## src/hdl/midi_note_on_off_pairing_top_assert.svh

```systemverilog
// Assertion macros shared by the pairing block.
`ifndef MIDI_NOTE_ON_OFF_PAIRING_TOP_ASSERT_SVH
`define MIDI_NOTE_ON_OFF_PAIRING_TOP_ASSERT_SVH

// Checked outside reset only.
`define MNOP_ASSERT(lbl, prop, msg) \
  lbl: assert property (@(posedge clk) disable iff (rst) prop) else $error(msg);

// Checked at every edge, reset included.
`define MNOP_ASSERT_ALWAYS(lbl, prop, msg) \
  lbl: assert property (@(posedge clk) prop) else $error(msg);

`endif

```

## src/hdl/mnop_pkg.sv

```systemverilog
package mnop_pkg;

  localparam int CHANNEL_COUNT = 16;
  localparam int KEY_COUNT     = 128;
  localparam int STACK_DEPTH   = 4;
  localparam int INDEX_BITS    = 16;

  localparam int SLOT_COUNT  = CHANNEL_COUNT * KEY_COUNT;
  localparam int SLOT_W      = $clog2(SLOT_COUNT);
  localparam int STORE_COUNT = SLOT_COUNT * STACK_DEPTH;
  localparam int STORE_AW    = $clog2(STORE_COUNT);
  localparam int STORE_W     = 32 + INDEX_BITS;
  localparam int LVL_W       = $clog2(STACK_DEPTH + 1);

  localparam int QUEUE_DEPTH = 4;
  localparam int QA_W        = $clog2(QUEUE_DEPTH);
  localparam int QC_W        = $clog2(QUEUE_DEPTH + 1);

  // classified event kind carried through the queue
  typedef enum logic [1:0] {
    EV_ON    = 2'd0,
    EV_OFF   = 2'd1,
    EV_OTHER = 2'd2
  } ev_t;

  // result kind codes on the output
  typedef enum logic [1:0] {
    RK_START = 2'd0,
    RK_CLOSE = 2'd1,
    RK_OTHER = 2'd2
  } res_kind_t;

  typedef struct packed {
    logic                  cmd;
    ev_t                   ev;
    logic [31:0]           tick;
    logic [INDEX_BITS-1:0] idx;
    logic                  chan_ok;
    logic [SLOT_W-1:0]     slot;
    logic [3:0]            chan;
    logic [6:0]            key;
    logic [6:0]            d2;
    logic [7:0]            type_cd;
  } q_entry_t;

  typedef struct packed {
    logic clearing;
  } back_status_t;

  typedef struct packed {
    res_kind_t   kind;
    logic [15:0] event_index;
    logic [31:0] abs_tick;
    logic [3:0]  channel_out;
    logic [6:0]  key_out;
    logic [6:0]  data2_out;
    logic [31:0] note_length;
    logic [6:0]  release_velocity;
    logic [7:0]  type_out;
    logic        stack_overflow;
  } result_t;

endpackage

```

## src/hdl/mnop_queue.sv

```systemverilog
module mnop_queue (
  input  logic               clk,
  input  logic               rst,
  input  logic               push,
  input  mnop_pkg::q_entry_t push_data,
  output logic               full,
  input  logic               pop,
  output mnop_pkg::q_entry_t head,
  output logic               empty
);

  localparam logic [mnop_pkg::QA_W-1:0] LAST = mnop_pkg::QA_W'(mnop_pkg::QUEUE_DEPTH - 1);

  mnop_pkg::q_entry_t          mem [mnop_pkg::QUEUE_DEPTH];
  logic [mnop_pkg::QA_W-1:0]   wr_ptr;
  logic [mnop_pkg::QA_W-1:0]   rd_ptr;
  logic [mnop_pkg::QC_W-1:0]   count;
  logic                        do_push;
  logic                        do_pop;

  assign full    = (count == mnop_pkg::QC_W'(mnop_pkg::QUEUE_DEPTH));
  assign empty   = (count == '0);
  assign head    = mem[rd_ptr];
  assign do_push = push && !full;
  assign do_pop  = pop && !empty;

  always_ff @(posedge clk) begin
    if (do_push) begin
      mem[wr_ptr] <= push_data;
    end
  end

  always_ff @(posedge clk) begin
    if (rst) begin
      wr_ptr <= '0;
      rd_ptr <= '0;
      count  <= '0;
    end else begin
      if (do_push) begin
        wr_ptr <= (wr_ptr == LAST) ? '0 : wr_ptr + 1'b1;
      end
      if (do_pop) begin
        rd_ptr <= (rd_ptr == LAST) ? '0 : rd_ptr + 1'b1;
      end
      case ({do_push, do_pop})
        2'b10:   count <= count + 1'b1;
        2'b01:   count <= count - 1'b1;
        default: count <= count;
      endcase
    end
  end

endmodule

```

## config.mk

```make
export PLATFORM = sky130hd
export DESIGN_NAME = mnop_queue
export DESIGN_NICKNAME = d
export VERILOG_FILES = /design/src/hdl/midi_note_on_off_pairing_top_assert.svh /design/src/hdl/mnop_pkg.sv /design/src/hdl/mnop_queue.sv
export SDC_FILE = /design/constraint.sdc
export NUM_CORES = 1
export LEC_CHECK = 0
export BUFFER_PORTS_ARGS = -buffer_cell sky130_fd_sc_hd__buf_2
export CORE_MARGIN = 3
export CORE_UTILIZATION = 34
export CTS_BUF_LIST = sky130_fd_sc_hd__clkbuf_4 sky130_fd_sc_hd__clkbuf_8
export DETAILED_ROUTE_END_ITERATION = 7
export PLACE_DENSITY = 0.62
export SYNTH_ARGS = -nofsm -noshare
export SYNTH_HDL_FRONTEND = slang
export SYNTH_SLANG_ARGS = --single-unit
```

## constraint.sdc

```tcl
create_clock -name clk -period 3.23 [get_ports clk]
set_input_delay 0.1615 -clock clk [delete_from_list [all_inputs] [get_ports clk]]
set_output_delay 0.1615 -clock clk [all_outputs]
set_load 0.01 [all_outputs]
```

==> flow_summary_export.csv <==
group,metric,value,unit
critical_path,cp-start-kind,"register",
flow_run,maxCapViolations,0,
final_layout,area_growth,29.2,%
final_layout,final_cell_area,17200,µm²
critical_path,worstSetupPathType,"register to register",
power,switchingPower,3.19,mW
power,p_leak,5.86,nW
power,p_per_area,734,nW/µm²
yosys,ys_ff_latch,365,
worst_hold_path,hold_class,"input port to register",
yosys,ys.flop_type,"edfxtp_1",
clocking,post_cts_buffers,0,
placed_design,io_buffer_count,183,
yosys,yosysWarnings,0,
placed_design,gp_congestion,0.687,
yosys,ys_async_sr_fraction,0,%
final_layout,nNetsFinal,952,
clocking,htreeDepth,2,
sta,drv_slew,0,
sta,tightestPinTransition,0.651,ns
critical_path,crit_path_max_fanout,9,
floorplanning,row_count,71,
floorplanning,die_h,204,µm
grt,first_global_vias,7387,
power,power_frac_seq,46.1,%
yosys,synth_nets,619,
sta,fin_crit,2.55,ns
clocking,cts_buffers,61,
floorplanning,io_pins,184,
final_layout,stdcell_count,1411,
power,power.internal,9.42,mW
drt,wire_per_inst,19.1,µm
yosys,yosys-top-cells-count,"edfxtp_1 (356), mux4_2 (89), buf_2 (10)",
floorplanning,dieArea,41600,µm²
yosys,ys_seq_area_share,81.7,%
drt,dr.first_iter.drc_count,307,
yosys,synthesis.area,13300,µm²
power,total_power,12.6,mW
yosys,yosys.cell_count.top_type,"edfxtp_1",
critical_path,crit_path_max_incr_delay,0.51,ns
final_layout,drive_above_1_share,44.0,%
critical_path,cp.depth,9,
power,irDropWorstVdd,0.000608,V
sta,fmax,0.392,GHz
clocking,cts_resized,0,
yosys,synth_area_per_cell,25.6,µm²
yosys,syn_inst,519,
power,comb_power_share,20.2,%
critical_path,slowest_stage,"or3b_1",
drt,avgViaCountPerCell,4.60,
clocking,clock-sinks,365,
critical_path,worstPathArrival,3.11,ns
critical_path,crit_path_frequent_cell,"inv_1",
grt,antenna_found_initial,0,
critical_path,cp_num_buf_inv,2,
clocking,cts_tree,"done",
critical_path,cp-end-kind,"register",
critical_path,path_cells,"or3b_1, and2_4, inv_1, ha_1, inv_1, fa_1, xor2_1, or3_2, a21oi_1",
critical_path,path_delay_family,"simple AND/OR/NAND/NOR gates",
grt,grt_usage,13.2,%
clocking,clockRootBuffer,"clkbuf_8",
grt,grt-ovfl-total,0,
placed_design,dp.cells,1207,
floorplanning,start_util,34.9,%
worst_hold_path,whs_path_depth,2,
power,swShare,25.3,%
clocking,clock_path_buffers,3,
run_status,outcome,"finished, final reports clean",
sta,final.setup_skew,0.0141,ns
drt,vias,6497,
clocking,clkSlewWorstSetupHoldPaths,0.06,ns
sta,fin_crit_sh,79.1,%
critical_path,reg2reg_depth,9,
yosys,synthTopCellsByArea,"edfxtp_1 (80%), mux4_2 (15%), dfxtp_1 (1.4%)",
drt,first_pass_iters,4,
sta,relSlewSlack,56.6,%
clocking,insertion_delay,0.61,ns
sta,timing.final.hold_violations,0,
floorplanning,fp.dieW,204,µm
grt,grt_pass1_wl,41800,µm
floorplanning,core,38100,µm²
final_layout,num_antenna_cells,0,
sta,whs,0.288,ns
drt,finalWirelength,26900,µm
grt,grt_max_degree,57,
placed_design,dpl.hpwl,15500,µm
sta,setup_viol_count_final,0,
clocking,cts_hold_buf,93,
yosys,yosysTopAreaCellShare,80.3,%
sta,rsz0062_at_grt,"no",
placed_design,place_area,15000,µm²
yosys,synth_edf_count,356,
yosys,yosysTopAreaCell,"edfxtp_1",
drt,drc,0,
yosys,ys_types,26,
drt,final_antenna_net_count,0,
power,p_clk_share,33.7,%
critical_path,critical_path_required,3.78,ns
sta,tns,0,ns
[cell usage in the layout, fill, tap and decap left out, types with 4 or more instances in the layout]
| cell | n |
|---|---|
| edfxtp_1 | 356 |
| dlygate4sd3_1 | 93 |
| nor2_1 | 4 |
| inv_1 | 8 |
| mux4_2 | 89 |
| and3_4 | 4 |
| clkbuf_4 | 23 |
| buf_2 | 183 |
| buf_4 | 9 |
| clkbuf_8 | 65 |
| clkinv_2 | 5 |
| clkinv_1 | 12 |
| dfxtp_1 | 7 |
| a21oi_1 | 4 |
| bufinv_16 | 5 |
| buf_12 | 7 |
| ha_1 | 6 |
[path summary, 6_finish.rpt]
check	startpoint	end	slack, ns
worst min register to register	rd_ptr[0]$_SDFFE_PP0P_	register	0.50
worst min-delay path	push_data[41]	mem[1][41]$_DFFE_PP_	0.29
worst max register to register	count[2]$_SDFFE_PP0P_	count[2]$_SDFFE_PP0P_	0.68
worst max-delay path	count[2]$_SDFFE_PP0P_	count[2]$_SDFFE_PP0P_	0.68
[metrics by stage]
stage          utilization, %  setup slack, ns
2_1_floorplan               -            0.880
3_3_place_gp             39.3            0.723
3_5_place_dp             39.3            0.681
4_1_cts                  45.1            0.619
5_1_grt                  45.1            0.547
6_report                 45.1            0.676
[routing by layer]
| metal | wire length, µm | vias to the layer above | share of wire, % | global-route usage (%) |
|---|---|---|---|---|
| met4 | 716 | 0 | 2.7 | 5.19 |
| met3 | 1720 | 51 | 6.4 | 3.81 |
| li1 | - | 2905 | - | - |
| met1 | 11400 | 3346 | 42 | 16.9 |
| met5 | 0 | - | 0 | 0 |
| met2 | 13100 | 195 | 49 | 21.3 |
[power groups by stage]
stage / Combinational (mW) / Sequential (mW) / Clock [mW]
final: 2.54 / 5.82 / 4.25
after global routing: 2.77 / 5.86 / 4.62
after CTS: 2.63 / 5.83 / 4.42
after detailed placement: 2.53 / 5.92 / 0
after global placement: 2.51 / 5.90 / 0
after floorplan: 1.59 / 5.86 / 0
[cell families after synthesis]
family	synth area share [%]
AOI/OAI and AO/OA	0.395
xor gates and xnor gates	0.132
adders and majority gates	0.714
buffers and inverters	1.19
DFF	81.7
muxes	15.1
and+or+nand+nor	0.752
[state kept, by name, summed over array words and instances, names as in the netlist, named ones only]
name and count:
mem 356, count 3, rd_ptr 2, wr_ptr 2
[cell type report]
class	instances	area, µm²
clock inverters	23	228
inverters	8	30.0
repair buffers	292	2050
flip-flops and latches	365	10900
multi-input cells	124	2290
well taps	511	639
clock buffers	88	1070
fillers	3237	20900
Power figures use the tool's default switching activity.
