`src/hdl/midi_note_on_off_pairing_top_assert.svh`:
```
// Assertion macros shared by the pairing block.
`ifndef MIDI_NOTE_ON_OFF_PAIRING_TOP_ASSERT_SVH
`define MIDI_NOTE_ON_OFF_PAIRING_TOP_ASSERT_SVH

// Checked outside reset only.
`define MNOP_ASSERT(lbl, prop, msg) \
  lbl: assert property (@(posedge clk) disable iff (rst) prop) else $error(msg);

// Checked at every edge, reset included.
`define MNOP_ASSERT_ALWAYS(lbl, prop, msg) \
  lbl: assert property (@(posedge clk) prop) else $error(msg);

`endif

```
`src/hdl/mnop_pkg.sv`:
```
package mnop_pkg;

  localparam int CHANNEL_COUNT = 16;
  localparam int KEY_COUNT     = 128;
  localparam int STACK_DEPTH   = 4;
  localparam int INDEX_BITS    = 16;

  localparam int SLOT_COUNT  = CHANNEL_COUNT * KEY_COUNT;
  localparam int SLOT_W      = $clog2(SLOT_COUNT);
  localparam int STORE_COUNT = SLOT_COUNT * STACK_DEPTH;
  localparam int STORE_AW    = $clog2(STORE_COUNT);
  localparam int STORE_W     = 32 + INDEX_BITS;
  localparam int LVL_W       = $clog2(STACK_DEPTH + 1);

  localparam int QUEUE_DEPTH = 4;
  localparam int QA_W        = $clog2(QUEUE_DEPTH);
  localparam int QC_W        = $clog2(QUEUE_DEPTH + 1);

  // classified event kind carried through the queue
  typedef enum logic [1:0] {
    EV_ON    = 2'd0,
    EV_OFF   = 2'd1,
    EV_OTHER = 2'd2
  } ev_t;

  // result kind codes on the output
  typedef enum logic [1:0] {
    RK_START = 2'd0,
    RK_CLOSE = 2'd1,
    RK_OTHER = 2'd2
  } res_kind_t;

  typedef struct packed {
    logic                  cmd;
    ev_t                   ev;
    logic [31:0]           tick;
    logic [INDEX_BITS-1:0] idx;
    logic                  chan_ok;
    logic [SLOT_W-1:0]     slot;
    logic [3:0]            chan;
    logic [6:0]            key;
    logic [6:0]            d2;
    logic [7:0]            type_cd;
  } q_entry_t;

  typedef struct packed {
    logic clearing;
  } back_status_t;

  typedef struct packed {
    res_kind_t   kind;
    logic [15:0] event_index;
    logic [31:0] abs_tick;
    logic [3:0]  channel_out;
    logic [6:0]  key_out;
    logic [6:0]  data2_out;
    logic [31:0] note_length;
    logic [6:0]  release_velocity;
    logic [7:0]  type_out;
    logic        stack_overflow;
  } result_t;

endpackage

```
`src/hdl/mnop_front.sv`:
```
module mnop_front (
  input  logic                  clk,
  input  logic                  rst,
  input  logic                  in_valid,
  output logic                  in_ready,
  input  logic                  cmd,
  input  logic [27:0]           delta_ticks,
  input  logic [1:0]            event_kind,
  input  logic [7:0]            type_code,
  input  logic [3:0]            channel,
  input  logic [6:0]            key_or_data1,
  input  logic [6:0]            data2,
  input  logic                  q_full,
  input  mnop_pkg::back_status_t bstat,
  output logic                  push,
  output mnop_pkg::q_entry_t    push_data
);

  logic [31:0]                     running_tick;
  logic [mnop_pkg::INDEX_BITS-1:0] emit_counter;
  logic [31:0]                     tick_sum;
  logic                            takes_index;
  mnop_pkg::ev_t                   ev;

  assign in_ready = !q_full && !bstat.clearing;
  assign push     = in_valid && in_ready;
  assign tick_sum = running_tick + 32'(delta_ticks);

  always_comb begin
    case (event_kind)
      mnop_pkg::EV_ON:  ev = mnop_pkg::EV_ON;
      mnop_pkg::EV_OFF: ev = mnop_pkg::EV_OFF;
      default:          ev = mnop_pkg::EV_OTHER;
    endcase
  end

  assign takes_index = (ev != mnop_pkg::EV_OFF);

  always_comb begin
    push_data.cmd     = cmd;
    push_data.ev      = ev;
    push_data.tick    = tick_sum;
    push_data.idx     = emit_counter;
    push_data.chan_ok = (5'(channel) < 5'(mnop_pkg::CHANNEL_COUNT));
    push_data.slot    = push_data.chan_ok ?
                        mnop_pkg::SLOT_W'(int'(channel) * mnop_pkg::KEY_COUNT
                                          + int'(key_or_data1)) : '0;
    push_data.chan    = channel;
    push_data.key     = key_or_data1;
    push_data.d2      = data2;
    push_data.type_cd = type_code;
  end

  always_ff @(posedge clk) begin
    if (rst) begin
      running_tick <= '0;
      emit_counter <= '0;
    end else if (push) begin
      if (cmd) begin
        running_tick <= '0;
        emit_counter <= '0;
      end else begin
        running_tick <= tick_sum;
        if (takes_index) begin
          emit_counter <= emit_counter + 1'b1;
        end
      end
    end
  end

endmodule

```
`config.mk`:
```
export PLATFORM = sky130hd
export DESIGN_NAME = mnop_front
export DESIGN_NICKNAME = d
export VERILOG_FILES = /design/src/hdl/midi_note_on_off_pairing_top_assert.svh /design/src/hdl/mnop_pkg.sv /design/src/hdl/mnop_front.sv
export SDC_FILE = /design/constraint.sdc
export NUM_CORES = 1
export LEC_CHECK = 0
export BUFFER_PORTS_ARGS = -buffer_cell sky130_fd_sc_hd__buf_2
export CAP_MARGIN = 20
export CORE_MARGIN = 4
export CORE_UTILIZATION = 45
export CTS_CLUSTER_SIZE = 40
export DETAILED_ROUTE_END_ITERATION = 8
export PLACE_DENSITY_LB_ADDON = 0.3
export SYNTH_ARGS = -nofsm -noshare
export SYNTH_HDL_FRONTEND = slang
export SYNTH_SLANG_ARGS = --single-unit
```
`constraint.sdc`:
```
create_clock -name clk -period 3.4 [get_ports clk]
set_clock_uncertainty 0.2 [all_clocks]
set_input_delay 0.34 -clock clk [delete_from_list [all_inputs] [get_ports clk]]
set_output_delay 0.34 -clock clk [all_outputs]
set_load 0.03 [all_outputs]
```
==> reports/summary.txt <==
Seq pwr share: 0.419
CTS Hold Buffers Added: 0
Core ar.: 8260 um^2
Final setup TNS: 0 ns
Routed Antenna Nets: 0
Initial core utilization: 0.466
Final Non-Filler Cells: 642
#FFs+latches synth: 48
CTS Buf Count: 5
Gr ovfl total: 0
Crit-path max cell delay: 0.40 ns
Crit. End Element: output port
MaxCap Viol Count: 0
Leak Pwr: 1.91 nW
Largest net degree at the start of global routing: 31
Combinational power share: 0.253
Hold Crit Class: primary input to flip-flop
Placed insts: 630
Post-Syn Nets: 582
Crit path max-delay cell type: ha_1
Root cell of the clock tree: clkbuf_8
Fraction of registers with async set/reset: 0
Synth cell types: 59
Mapped Avg Cell Area: 7.86 um^2
WL per Instance: 15.6 um
Vias in the first global route: 3509
Critical path fanouts, max: 5
Max clock buf depth: 2
Area growth, synth to finish: 12.6%
CP Cell Sequence: ha_1 -> o21ai_1 -> nor4b_4 -> o21ai_0 -> o211ai_1 -> buf_4 -> a21oi_2 -> o21ai_0 -> xor2_1 -> buf_2
Register area share after synthesis: 0.250
CP Data Required Time: 2.86 ns
Vias: 3683
Ports: 153
Fmax: 304 MHz
DP Area: 4090 um^2
Ant diodes: 0
Cell Area, Synth: 3850 um^2
Worst-Margin Slew: 1.02 ns
Worst-Skew Late Latency: 0.31 ns
Final Wtd Congestion: 0.951
Internal power: 0.924 mW
Post-Layout Inst Area: 4340 um^2
Post-synth EDFFs: 0
Routed Wire Length: 10000 um
Post-Syn Instances: 490
Final hold violation count: 0
Initial antenna violation count: 0
Nets: 628
Pwr Density: 317 nW/um^2
Hold Worst Slack: 0.252 ns
DRC violation count after routing: 0
Crit share post-route: 0.968
R2R cell count: 9
Num rows: 33
CP startpoint kind: flip-flop
Layout cells sized above 1: 0.242
Most frequent CP cell: o21ai_0
Sw Ratio: 0.327
H-tree depth: 2
First-pass GRT wire length: 16400 um
DIE HEIGHT: 101 um
Final Max Tran Viols: 0
Maximum vdd drop: 0.215 mV
Reg2reg setup slack: 0.47 ns
GRT Total Usage: 0.197
Yosys warns: 0
CTS tree: built
Worst path arrival time: 2.75 ns
Primary FF master, synth: dfxtp_1
Total Power: 1.37 mW
Pre-Repair DR Iteration Count: 5
FILL cells: 810
Worst Hold Depth: 3
Die area: 10100 um^2
Final setup violating endpoints: 0
Clock transition at the registers of the reported paths: 0.10 ns
Period minus WS final: 3.29 ns
HPWL Detailed: 7780 um
Switch Pwr: 0.448 mW
Worst setup path category: flip-flop to output port
Die X-Extent: 101 um
Sink Count: 48
IO buf count: 88
Detailed Route Iter0 Violations: 162
Number of vias per cell: 5.74
Max-slew headroom: 0.316
Clock share of power: 0.328
Outcome: finished clean
-- repair_timing --
item / in CTS / in global routing
setup buffers: 0 / 4
resized for setup: 6 / 13
setup endpoints to repair: 2 / 7
pin swaps: 2 / 4
gates cloned: 0 / 0
-- per-stage QoR --
stage	setup WS (ns)	util
final	0.107	0.525
after global routing	-0.0391	0.525
after CTS	0.0404	0.513
after global placement	0.113	0.496
after floorplan	0.323	-
after detailed placement	0.0666	0.496
-- registers in the layout, summed over array words and instances, names as in the netlist --
| signal | count |
|---|---|
| running_tick | 32 |
| emit_counter | 16 |
-- path summary, 6_finish.rpt --
path                    start          endpoint
min reg2reg  running_tick[12]  running_tick[12]
min                       cmd  running_tick[26]
max reg2reg   running_tick[3]  running_tick[29]
max           running_tick[3]     push_data[79]
-- layout make-up --
type	instances	area [um^2]	area share
clock buffer	6	82.6	0.0190
clock inverter	2	38.8	0.00895
inverter	14	52.6	0.0121
multi-input combinational	369	2550	0.587
sequential	48	961	0.222
tap	105	131	0.0303
timing repair buffer	98	523	0.121
-- worst max-delay path: cells and delay by family (launching register included) --
family | cells | cell delay, ns
adder cells (fa/ha/maj) | 1 | 0.40
XOR/XNOR | 1 | 0.16
flip-flops | 1 | 0.33
buffers and inverters | 2 | 0.37
AND/OR/NAND/NOR | 1 | 0.33
AO/OA/AOI/OAI | 5 | 0.83
-- synthesized netlist by cell type, drive strengths merged (10+ instances only) --
library cell | number | share of area
dfxtp | 48 | 0.25
inv | 12 | 0.012
clkbuf | 15 | 0.015
a21o | 11 | 0.021
nand4 | 10 | 0.016
nand3 | 15 | 0.019
o21ai | 27 | 0.036
ha | 29 | 0.094
nand2 | 46 | 0.045
nor2 | 43 | 0.043
xor2 | 18 | 0.041
buf | 44 | 0.083
xnor2 | 22 | 0.050
a21oi | 46 | 0.063
-- power groups by stage --
stage | combinational, mW | clock [mW] | sequential (mW)
final | 0.347 | 0.450 | 0.575
after global routing | 0.377 | 0.490 | 0.576
after CTS | 0.340 | 0.465 | 0.575
after detailed placement | 0.337 | 0 | 0.588
after global placement | 0.334 | 0 | 0.587
after floorplan | 0.321 | 0 | 0.587
-- layout by cell type, fill, tap and decap left out, types with 3 or more instances in the layout --
master	Yosys	layout
nand3_1	15	14
o21ai_1	7	7
o21bai_1	3	3
ha_1	29	28
xor2_1	18	18
nand4_1	10	10
nand2_1	46	46
buf_2	5	85
inv_1	12	12
a22oi_1	9	9
a32o_1	3	3
clkbuf_8	0	6
and3_1	6	6
a31oi_1	8	8
o211ai_1	8	8
a22o_1	6	5
or3_1	4	4
dfxtp_1	48	48
a21oi_2	3	7
nor2_1	42	42
xnor2_1	22	22
o21a_1	4	4
buf_4	39	13
o21ai_0	19	19
nor3_1	8	8
or4_1	4	4
a21o_1	11	11
a21oi_1	43	39
-- kinds of logic (layout without fill, tap and decap cells) --
kind of cell    after synthesis  count (layout)  synth area share
compound gates              145             145             0.253
xor+xnor                     40              40            0.0910
fa+ha+maj                    30              30            0.0994
buf+inv                      73             120             0.111
flops                        48              48             0.250
other cells                   1               1          0.000974
simple gates                153             153             0.195
-- layer usage --
metal | up-vias | part of all wire | GRT usage
li1 | 1819 | - | -
met1 | 1702 | 0.44 | 0.258
met3 | 31 | 0.070 | 0.0422
met4 | 0 | 0.016 | 0.0570
met5 | - | 0 | 0
met2 | 131 | 0.47 | 0.327
Power figures use the tool's default switching activity.
